`config.mk`:
```
export PLATFORM = sky130hd
export DESIGN_NAME = text_console_cursor_engine
export DESIGN_NICKNAME = d
export VERILOG_FILES = /design/src/sv/tcce_pkg.sv /design/src/sv/text_console_cursor_engine.sv /design/src/sv/tcce_front.sv /design/src/sv/tcce_queue.sv /design/src/sv/tcce_back.sv
export VERILOG_INCLUDE_DIRS = /design/src /design/src/sv
export SDC_FILE = /design/constraint.sdc
export NUM_CORES = 1
export LEC_CHECK = 0
export BUFFER_PORTS_ARGS = -buffer_cell sky130_fd_sc_hd__buf_2
export CAP_MARGIN = 30
export CORE_MARGIN = 5
export CORE_UTILIZATION = 32
export CTS_CLUSTER_DIAMETER = 40
export DETAILED_ROUTE_END_ITERATION = 8
export GPL_ROUTABILITY_DRIVEN = 0
export PLACE_DENSITY = 0.62
export SLEW_MARGIN = 0
export SYNTH_ARGS = -nofsm -noshare
export SYNTH_HDL_FRONTEND = slang
export SYNTH_SLANG_ARGS = --single-unit
```
`constraint.sdc`:
```
create_clock -name clk -period 8.4 [get_ports clk]
set_input_delay 1.68 -clock clk [delete_from_list [all_inputs] [get_ports clk]]
set_output_delay 1.68 -clock clk [all_outputs]
set_load 0.005 [all_outputs]
```
`src/sv/text_console_cursor_engine_defines.svh`:
```
// ----------------------------------------------------------------------------
// Text console cursor engine assertion macros
// Clocked on clk; the reset-gated form is used for state checks.
// ----------------------------------------------------------------------------
`ifndef TEXT_CONSOLE_CURSOR_ENGINE_DEFINES_SVH
`define TEXT_CONSOLE_CURSOR_ENGINE_DEFINES_SVH

// check gated by reset
`define TCCE_ASSERT(lbl, prop, msg) \
  lbl: assert property (@(posedge clk) disable iff (!rst_n) prop) else $error(msg);

// check that also holds during reset
`define TCCE_ASSERT_ALWAYS(lbl, prop, msg) \
  lbl: assert property (@(posedge clk) prop) else $error(msg);

`endif

```
`src/sv/tcce_pkg.sv`:
```
// ----------------------------------------------------------------------------
// Text console cursor engine package
// Character codes, operation kinds, command codes and shared types.
// ----------------------------------------------------------------------------
`default_nettype none

package tcce_pkg;

  localparam int MAX_COLUMNS = 256;
  localparam int ROW_LIMIT   = 128;
  localparam int TAB_SPACES  = 4;

  localparam int LIM_COLS = (MAX_COLUMNS < 256) ? MAX_COLUMNS : 256;
  localparam int LIM_ROWS = (ROW_LIMIT < 128) ? ROW_LIMIT : 128;
  localparam int TAB_W    = $clog2(TAB_SPACES + 1);

  localparam logic [15:0] CH_BS    = 16'd8;
  localparam logic [15:0] CH_TAB   = 16'd9;
  localparam logic [15:0] CH_NL    = 16'd10;
  localparam logic [15:0] CH_VT    = 16'd11;
  localparam logic [15:0] CH_FF    = 16'd12;
  localparam logic [15:0] CH_CR    = 16'd13;
  localparam logic [15:0] CH_SPACE = 16'd32;

  localparam logic [2:0] K_PUT = 3'd0;
  localparam logic [2:0] K_NL  = 3'd1;
  localparam logic [2:0] K_BS  = 3'd2;
  localparam logic [2:0] K_VT  = 3'd3;
  localparam logic [2:0] K_FF  = 3'd4;
  localparam logic [2:0] K_CR  = 3'd5;

  localparam logic [1:0] CMD_DRAW   = 2'd0;
  localparam logic [1:0] CMD_FILL   = 2'd1;
  localparam logic [1:0] CMD_SCROLL = 2'd2;
  localparam logic [1:0] CMD_CLEAR  = 2'd3;

  localparam logic [1:0] REG_TEXT_COLOR = 2'd0;
  localparam logic [1:0] REG_BACK_COLOR = 2'd1;
  localparam logic [1:0] REG_COLUMNS    = 2'd2;
  localparam logic [1:0] REG_ROWS       = 2'd3;

  typedef struct packed {
    logic [2:0]       kind;
    logic [15:0]      glyph;
    logic [TAB_W-1:0] count;
  } op_t;

  typedef struct packed {
    logic [23:0] text_color;
    logic [23:0] back_color;
    logic [8:0]  cols;
    logic [7:0]  rows;
  } cfg_t;

  typedef struct packed {
    logic [1:0]  command;
    logic [7:0]  cell_column;
    logic [6:0]  cell_row;
    logic [15:0] glyph;
    logic [23:0] glyph_color;
    logic [23:0] cell_back_color;
    logic        last;
  } word_t;

endpackage

`default_nettype wire

```
`src/sv/text_console_cursor_engine.sv`:
```
// ----------------------------------------------------------------------------
// Text console cursor engine
// Turns a stream of character codes into framebuffer cell commands.
// ----------------------------------------------------------------------------
// Input channel: one character code per word (in_valid / in_stall).
// Output channel: one cell command per word (out_valid / out_stall); the last
// bit marks the final command caused by a character.
// Configuration: APB-style write port, colors and screen geometry at byte
// addresses 0, 4, 8 and 12; write only while the engine is idle.
// Path: the first command of an accepted character passes through the queue
// and then the output word register. A two-entry queue decouples decoder and sequencer.
// Throughput: the sequencer emits one command per cycle while operations are
// queued and the receiver does not stall. A printable character gives a draw,
// and a scroll as well when it wraps off the bottom row; newline and backspace
// give up to two commands, a tab up to 8 (a draw and a scroll per space); codes
// without commands: carriage return, backspace at home, vertical tab above the bottom row.
// Reset: cursor at column 0, row 0, queue empty, registers at defaults.
// When the receiver stalls the output word holds, the sequencer waits and
// the input stalls once the queue is full.
// ----------------------------------------------------------------------------
`default_nettype none

module text_console_cursor_engine (
  input  wire logic        clk,
  input  wire logic        rst_n,
  input  wire logic        in_valid,
  output logic             in_stall,
  input  wire logic [15:0] in_char_code,
  output logic             out_valid,
  input  wire logic        out_stall,
  output logic [1:0]       out_command,
  output logic [7:0]       out_cell_column,
  output logic [6:0]       out_cell_row,
  output logic [15:0]      out_glyph,
  output logic [23:0]      out_glyph_color,
  output logic [23:0]      out_cell_back_color,
  output logic             out_last,
  input  wire logic        psel,
  input  wire logic        penable,
  input  wire logic        pwrite,
  input  wire logic [3:0]  paddr,
  input  wire logic [31:0] pwdata,
  output logic [31:0]      prdata,
  output logic             pready
);
  import tcce_pkg::*;

  logic [23:0] text_color_r;
  logic [23:0] back_color_r;
  logic [8:0]  cols_r;
  logic [7:0]  rows_r;
  logic        wr_en;
  cfg_t        cfg;
  logic        q_full;
  logic        q_push;
  op_t         q_op;
  logic        q_pop;
  logic        head_valid;
  op_t         head_op;
  word_t       word;

  assign pready = 1'b1;
  assign wr_en  = psel && penable && pwrite && pready;

  always_ff @(posedge clk) begin
    if (!rst_n) begin
      text_color_r <= 24'hFF_FFFF;
      back_color_r <= 24'h00_0000;
      cols_r       <= 9'd128;
      rows_r       <= 8'd48;
    end else if (wr_en) begin
      case (paddr[3:2])
        REG_TEXT_COLOR: text_color_r <= pwdata[23:0];
        REG_BACK_COLOR: back_color_r <= pwdata[23:0];
        REG_COLUMNS:    cols_r       <= pwdata[8:0];
        REG_ROWS:       rows_r       <= pwdata[7:0];
        default:        cols_r       <= cols_r;
      endcase
    end
  end

  always_comb begin
    case (paddr[3:2])
      REG_TEXT_COLOR: prdata = {8'd0, text_color_r};
      REG_BACK_COLOR: prdata = {8'd0, back_color_r};
      REG_COLUMNS:    prdata = {23'd0, cols_r};
      REG_ROWS:       prdata = {24'd0, rows_r};
      default:        prdata = 32'd0;
    endcase
  end

  always_comb begin
    cfg.text_color = text_color_r;
    cfg.back_color = back_color_r;
    if (cols_r == 9'd0) begin
      cfg.cols = 9'd1;
    end else if (cols_r > 9'(LIM_COLS)) begin
      cfg.cols = 9'(LIM_COLS);
    end else begin
      cfg.cols = cols_r;
    end
    if (rows_r == 8'd0) begin
      cfg.rows = 8'd1;
    end else if (rows_r > 8'(LIM_ROWS)) begin
      cfg.rows = 8'(LIM_ROWS);
    end else begin
      cfg.rows = rows_r;
    end
  end

  tcce_front u_front (
    .in_valid     (in_valid),
    .in_stall     (in_stall),
    .in_char_code (in_char_code),
    .q_full       (q_full),
    .q_push       (q_push),
    .q_op         (q_op)
  );

  tcce_queue u_queue (
    .clk        (clk),
    .rst_n      (rst_n),
    .push       (q_push),
    .push_op    (q_op),
    .pop        (q_pop),
    .full       (q_full),
    .head_valid (head_valid),
    .head_op    (head_op)
  );

  tcce_back u_back (
    .clk        (clk),
    .rst_n      (rst_n),
    .cfg        (cfg),
    .head_valid (head_valid),
    .head_op    (head_op),
    .pop        (q_pop),
    .out_valid  (out_valid),
    .out_stall  (out_stall),
    .out_word   (word)
  );

  assign out_command         = word.command;
  assign out_cell_column     = word.cell_column;
  assign out_cell_row        = word.cell_row;
  assign out_glyph           = word.glyph;
  assign out_glyph_color     = word.glyph_color;
  assign out_cell_back_color = word.cell_back_color;
  assign out_last            = word.last;

endmodule

`default_nettype wire

```
`src/sv/tcce_front.sv`:
```
// ----------------------------------------------------------------------------
// Text console cursor engine front end
// Accepts character words and decodes them into queued operations.
// ----------------------------------------------------------------------------
`default_nettype none

module tcce_front (
  input  wire logic        in_valid,
  output logic             in_stall,
  input  wire logic [15:0] in_char_code,
  input  wire logic        q_full,
  output logic             q_push,
  output tcce_pkg::op_t    q_op
);
  import tcce_pkg::*;

  assign in_stall = q_full;
  assign q_push   = in_valid && !q_full;

  always_comb begin
    q_op.kind  = K_PUT;
    q_op.glyph = in_char_code;
    q_op.count = TAB_W'(1);
    case (in_char_code)
      CH_NL: begin
        q_op.kind  = K_NL;
        q_op.count = '0;
      end
      CH_BS: begin
        q_op.kind  = K_BS;
        q_op.count = '0;
      end
      CH_TAB: begin
        q_op.glyph = CH_SPACE;
        q_op.count = TAB_W'(TAB_SPACES);
      end
      CH_VT: begin
        q_op.kind  = K_VT;
        q_op.count = '0;
      end
      CH_FF: begin
        q_op.kind  = K_FF;
        q_op.count = '0;
      end
      CH_CR: begin
        q_op.kind  = K_CR;
        q_op.count = '0;
      end
      default: begin
        q_op.kind = K_PUT;
      end
    endcase
  end

endmodule

`default_nettype wire

```
`src/sv/tcce_queue.sv`:
```
// ----------------------------------------------------------------------------
// Text console cursor engine operation queue
// Two-entry queue between decoder and command sequencer.
// ----------------------------------------------------------------------------
`default_nettype none

module tcce_queue (
  input  wire logic          clk,
  input  wire logic          rst_n,
  input  wire logic          push,
  input  wire tcce_pkg::op_t push_op,
  input  wire logic          pop,
  output logic               full,
  output logic               head_valid,
  output tcce_pkg::op_t      head_op
);
  import tcce_pkg::*;

  op_t        mem_r [2];
  logic       wr_ptr_r, wr_ptr_nxt;
  logic       rd_ptr_r, rd_ptr_nxt;
  logic [1:0] cnt_r, cnt_nxt;

  assign full       = (cnt_r == 2'd2);
  assign head_valid = (cnt_r != 2'd0);
  assign head_op    = mem_r[rd_ptr_r];

  always_comb begin
    wr_ptr_nxt = push ? !wr_ptr_r : wr_ptr_r;
    rd_ptr_nxt = pop ? !rd_ptr_r : rd_ptr_r;
    cnt_nxt    = cnt_r + {1'b0, push} - {1'b0, pop};
  end

  always_ff @(posedge clk) begin
    if (!rst_n) begin
      wr_ptr_r <= 1'b0;
      rd_ptr_r <= 1'b0;
      cnt_r    <= 2'd0;
    end else begin
      wr_ptr_r <= wr_ptr_nxt;
      rd_ptr_r <= rd_ptr_nxt;
      cnt_r    <= cnt_nxt;
    end
  end

  always_ff @(posedge clk) begin
    if (push) begin
      mem_r[wr_ptr_r] <= push_op;
    end
  end

endmodule

`default_nettype wire

```
`src/sv/tcce_back.sv`:
```
// ----------------------------------------------------------------------------
// Text console cursor engine command sequencer
// Holds the cursor, runs queued operations and registers output words.
// ----------------------------------------------------------------------------
`default_nettype none
`include "text_console_cursor_engine_defines.svh"

module tcce_back (
  input  wire logic           clk,
  input  wire logic           rst_n,
  input  wire tcce_pkg::cfg_t cfg,
  input  wire logic           head_valid,
  input  wire tcce_pkg::op_t  head_op,
  output logic                pop,
  output logic                out_valid,
  input  wire logic           out_stall,
  output tcce_pkg::word_t     out_word
);
  import tcce_pkg::*;

  logic [7:0]       col_r, col_nxt;
  logic [6:0]       row_r, row_nxt;
  logic             sp_r, sp_nxt;
  logic             bs_r, bs_nxt;
  logic [TAB_W-1:0] cnt_r, cnt_nxt;
  logic             out_valid_r;
  word_t            word_r;

  logic             slot_free;
  logic             fire;
  logic             emit;
  logic             done;
  word_t            w;
  logic [7:0]       c;
  logic [6:0]       r;
  logic [8:0]       cols_m1;
  logic [7:0]       rows_m1;
  logic             col_wrap;
  logic             row_wrap;

  assign slot_free = !out_valid_r || !out_stall;
  assign fire      = head_valid && slot_free;
  assign pop       = fire && done;
  assign out_valid = out_valid_r;
  assign out_word  = word_r;

  // cursor seen through the current geometry
  always_comb begin
    cols_m1  = cfg.cols - 9'd1;
    rows_m1  = cfg.rows - 8'd1;
    c        = ({1'b0, col_r} >= cfg.cols) ? cols_m1[7:0] : col_r;
    r        = ({1'b0, row_r} >= cfg.rows) ? rows_m1[6:0] : row_r;
    col_wrap = ({1'b0, c} + 9'd1) >= cfg.cols;
    row_wrap = ({1'b0, r} + 8'd1) >= cfg.rows;
  end

  always_comb begin
    logic more;
    more              = 1'b0;
    emit              = 1'b0;
    done              = 1'b0;
    w.command         = CMD_DRAW;
    w.cell_column     = c;
    w.cell_row        = r;
    w.glyph           = CH_SPACE;
    w.glyph_color     = cfg.back_color;
    w.cell_back_color = cfg.back_color;
    w.last            = 1'b0;
    col_nxt           = col_r;
    row_nxt           = row_r;
    sp_nxt            = sp_r;
    bs_nxt            = bs_r;
    cnt_nxt           = cnt_r;
    if (sp_r) begin
      emit          = 1'b1;
      w.command     = CMD_SCROLL;
      w.cell_column = 8'd0;
      w.cell_row    = rows_m1[6:0];
      row_nxt       = rows_m1[6:0];
      sp_nxt        = 1'b0;
      more          = (head_op.kind == K_PUT) && (cnt_r != head_op.count);
      w.last        = !more;
      done          = !more;
    end else begin
      case (head_op.kind)
        K_PUT: begin
          emit          = 1'b1;
          w.glyph       = head_op.glyph;
          w.glyph_color = cfg.text_color;
          cnt_nxt       = cnt_r + TAB_W'(1);
          col_nxt       = c + 8'd1;
          row_nxt       = r;
          if (col_wrap) begin
            col_nxt = 8'd0;
            if (row_wrap) begin
              sp_nxt = 1'b1;
            end else begin
              row_nxt = r + 7'd1;
            end
          end
          more   = sp_nxt || (cnt_nxt != head_op.count);
          w.last = !more;
          done   = !more;
        end
        K_NL: begin
          emit      = 1'b1;
          w.command = CMD_FILL;
          col_nxt   = 8'd0;
          row_nxt   = r;
          if (row_wrap) begin
            sp_nxt = 1'b1;
          end else begin
            row_nxt = r + 7'd1;
            w.last  = 1'b1;
            done    = 1'b1;
          end
        end
        K_VT: begin
          col_nxt = c;
          done    = 1'b1;
          if (row_wrap) begin
            emit          = 1'b1;
            w.command     = CMD_SCROLL;
            w.cell_column = 8'd0;
            w.cell_row    = rows_m1[6:0];
            w.last        = 1'b1;
            row_nxt       = rows_m1[6:0];
          end else begin
            row_nxt = r + 7'd1;
          end
        end
        K_FF: begin
          emit          = 1'b1;
          w.command     = CMD_CLEAR;
          w.cell_column = 8'd0;
          w.cell_row    = 7'd0;
          w.last        = 1'b1;
          done          = 1'b1;
          col_nxt       = 8'd0;
          row_nxt       = 7'd0;
        end
        K_CR: begin
          col_nxt = 8'd0;
          row_nxt = r;
          done    = 1'b1;
        end
        K_BS: begin
          if (bs_r) begin
            emit   = 1'b1;
            w.last = 1'b1;
            done   = 1'b1;
            bs_nxt = 1'b0;
          end else if (c != 8'd0) begin
            emit      = 1'b1;
            w.command = CMD_FILL;
            col_nxt   = c - 8'd1;
            row_nxt   = r;
            bs_nxt    = 1'b1;
          end else if (r != 7'd0) begin
            emit          = 1'b1;
            row_nxt       = r - 7'd1;
            col_nxt       = cols_m1[7:0];
            w.cell_column = cols_m1[7:0];
            w.cell_row    = r - 7'd1;
            w.last        = 1'b1;
            done          = 1'b1;
          end else begin
            done = 1'b1;
          end
        end
        default: begin
          done = 1'b1;
        end
      endcase
    end
    if (done) begin
      cnt_nxt = '0;
      bs_nxt  = 1'b0;
      sp_nxt  = 1'b0;
    end
  end

  always_ff @(posedge clk) begin
    if (!rst_n) begin
      col_r       <= 8'd0;
      row_r       <= 7'd0;
      sp_r        <= 1'b0;
      bs_r        <= 1'b0;
      cnt_r       <= '0;
      out_valid_r <= 1'b0;
    end else begin
      if (fire) begin
        col_r <= col_nxt;
        row_r <= row_nxt;
        sp_r  <= sp_nxt;
        bs_r  <= bs_nxt;
        cnt_r <= cnt_nxt;
      end
      if (slot_free) begin
        out_valid_r <= fire && emit;
      end
    end
  end

  always_ff @(posedge clk) begin
    if (slot_free) begin
      word_r <= w;
    end
  end

  `TCCE_ASSERT(a_scroll_row, sp_r |-> (r == rows_m1[6:0]), "pending scroll off bottom row")
  `TCCE_ASSERT(a_bs_head, bs_r |-> (head_valid && head_op.kind == K_BS), "backspace phase lost op")
  `TCCE_ASSERT(a_last_pop, (fire && emit) |-> (w.last == done), "last flag out of step")
  `TCCE_ASSERT(a_phase_excl, !(sp_r && bs_r), "scroll and backspace phases overlap")

endmodule

`default_nettype wire
```
==> results_dict.tcl <==
set metrics [dict create \
    portBuffers 156 \
    setup_viol 0 \
    layout_commonest_cell "nand2_1" \
    synth_xor_area_share_pct 1.94 \
    cts_root_buffer "clkbuf_16" \
    use_met2_pct 25.4 \
    grt-busiest-layer "met2" \
    status "completed" \
    n_fill_cell 3648 \
    grt_pass1_vias 9829 \
    io-pin-count 176 \
    final-hold-violation-count 0 \
    mostFrequentLayoutCells "nand2_1 (232), buf_2 (156), edfxtp_1 (124)" \
    final_area_um2 14600 \
    dieArea_um2 41500 \
    regToRegEndpoint "u_queue.cnt_r[1]" \
    grt_max_degree 98 \
    postCtsSetupBuffers 0 \
    p_per_area_nw_per_um2 348 \
    dp_hpwl_um 24100 \
    ctsHtreeMaxLevel 2 \
    layout-drive-gt1-share_pct 20.3 \
    clk_latency_ps 560 \
    nets 1484 \
    syn-cell-area_um2 12000 \
    ir_worst_vdd_v 0.000170 \
    hold_depth 0 \
    antenna_found_initial 0 \
    synthCells 1253 \
    core_um2 37300 \
    synth_compound_area_share_pct 14.5 \
    area_delta_synth_final_pct 21.6 \
    cts-resized-gates 0 \
    grt.total_usage_pct 16.2 \
    hold_class "reg2reg" \
    worstSetupEndpointType "flop" \
    hold_path_end "u_back.out_word[24]" \
    tightest_slew_ps 987 \
    cap_violations 0 \
    synthAdderAreaFrac_pct 4.27 \
    grt_pass1_wl_um 54400 \
    clock_path_buffers 3 \
    yosysSeqAreaShare_pct 46.2 \
    final-seq-area_um2 5550 \
    reg2regPathDepth 27 \
    num_rows 71 \
    dr.pass1.iters 5 \
    yosys_warnings 0 \
    ant_nets 0 \
    cp_num_buf_inv 5 \
    drc_errors 0 \
    yosys.area_share.simple_pct 19.9 \
    clock_sinks 215 \
    num_vias 10100 \
    clk_pin_slew_worst_paths_ps 50 \
    relSlewSlack_pct 34.2 \
    cts_tree "done" \
    use_met1_pct 22.4 \
    critPathMostFrequentCell "ha_1" \
    hold_buffers 0 \
    critPathMaxStageDelay_ps 620 \
    synth_top_family_by_area "simple AND/OR/NAND/NOR gates" \
    wirelength_um 34400 \
    antennaDiodeCount 0 \
    crit_arrival_ps 7870 \
    synthMuxAreaShare_pct 8.75 \
    whs_ps 482 \
    use_met3_pct 3.13 \
    placed_area_um2 13200 \
    wl_per_cell_um 18.2 \
    cpMaxStageDelayCell "a21o_1" \
    syn_area_per_cell_um2 9.58 \
    fin_skew_ps 35.0 \
    viasPerCell 5.37 \
    grt-ovfl-total 0 \
    cp_top_family "compound AO/OA/AOI/OAI gates" \
    ys_async_sr_fraction_pct 0 \
    path_max_fanout 18 \
    drt_iter0_drc 744 \
    required_ps 8820 \
    period_minus_slack_ps 7440 \
    synth_edf_count 124 \
    p_leak_nw 6.21 \
    ys_ff_latch 215 \
    cts_made_buffers 38 \
    fmax_ghz 0.134 \
    instances_no_fill 1888 \
    worst-r2r-setup-slack_ps 960 \
    place_inst 1818 \
    tns_ps 0 \
    rsz0062_at_grt "no" \
    start_kind "flop" \
    die_h_um 204 \
    worstHoldStart "back_color_r[23]" \
    ys.flop_type "edfxtp_1" \
    path_class "reg2reg" \
    multiInputGateArea_um2 5990 \
    synth_cell_types 85 \
    finalCritPeriodShare_pct 88.6 \
    finalMaxSlewViolations 0 \
    dieWidth_um 204 \
    initial_core_util_pct 32.2 \
    r2r_start "rows_r[7]" \
]
## cell families after synthesis
logic type	Yosys count
AO/OA/AOI/OAI	248
XOR/XNOR	25
buffers and inverters	120
AND/OR/NAND/NOR	509
flip-flops	215
adder cells (fa/ha/maj)	41
other	2
multiplexers	93
## final cells by class
cell class | instances | area share (%)
Clock inverter | 26 | 2.67
Tap cell | 474 | 4.06
Sequential cell | 215 | 38.0
Timing Repair Buffer | 174 | 6.69
Clock buffer | 44 | 6.81
Multi-Input combinational cell | 925 | 41.0
Inverter | 30 | 0.771
## synthesized netlist by cell type, types with 11 or more instances
cell type,number,share of area (%)
nand3_1,52,2.2
nor2b_1,25,1.3
o21ai_0,43,1.8
a21oi_1,42,1.8
or3_1,12,0.63
nor3_1,20,0.83
ha_1,41,4.3
edfxtp_1,124,31
a21boi_0,27,1.7
nand2_1,234,7.3
dfxtp_1,91,15
a211oi_1,12,0.75
inv_1,30,0.94
xnor2_1,17,1.2
a31oi_1,15,0.78
nor2_1,86,2.7
clkbuf_1,61,1.9
mux2i_1,73,6.1
o22ai_1,11,0.57
## metrics by stage
step / utilization, % / total power, W / worst slack, ps
after CTS: 39.1 / 0.00511 / 1080
after floorplan: - / 0.00284 / 2490
after global placement: 35.2 / 0.00340 / 1270
after global routing: 39.1 / 0.00541 / 421
after detailed placement: 35.4 / 0.00343 / 1170
final: 39.1 / 0.00508 / 956
## report_power, final
| group | leakage (nW) | switching [W] | internal (W) | total [W] |
|---|---|---|---|---|
| logic | 3.45 | 0.00123 | 0.000763 | 0.00200 |
| registers | 2.09 | 0.000101 | 0.00134 | 0.00145 |
| clock network | 0.669 | 0.000578 | 0.00106 | 0.00164 |
| total | 6.21 | 0.00191 | 0.00317 | 0.00508 |
## state kept, by name, indices dropped and copies added, names as in the netlist, 2 cells and up, named ones only
name and count:
rows_r 8, text_color_r 24, u_back.row_r 7, u_back.out_word 82, u_back.cnt_r 3, u_queue.mem_r 42
u_queue.cnt_r 2, u_back.col_r 8, back_color_r 24, cols_r 9
## worst max path at each step
| stage | start | to | cells past startpoint |
|---|---|---|---|
| 2_1_floorplan | cols_r[8] | u_queue.cnt_r[1] | 28 |
| 3_3_place_gp | rows_r[7] | u_queue.cnt_r[1] | 27 |
| 3_5_place_dp | rows_r[7] | u_queue.cnt_r[1] | 27 |
| 4_1_cts | rows_r[7] | u_queue.cnt_r[1] | 27 |
| 5_1_grt | rows_r[7] | u_queue.cnt_r[1] | 27 |
| 6_report | rows_r[7] | u_queue.cnt_r[1] | 27 |
## routing by layer
| layer | up-vias | share of wire [%] |
|---|---|---|
| li1 | 4836 | - |
| met1 | 4826 | 45 |
| met2 | 409 | 45 |
| met3 | 67 | 7.2 |
| met4 | 0 | 2.4 |
| met5 | - | 0 |
(Power assumes the default switching activity.)
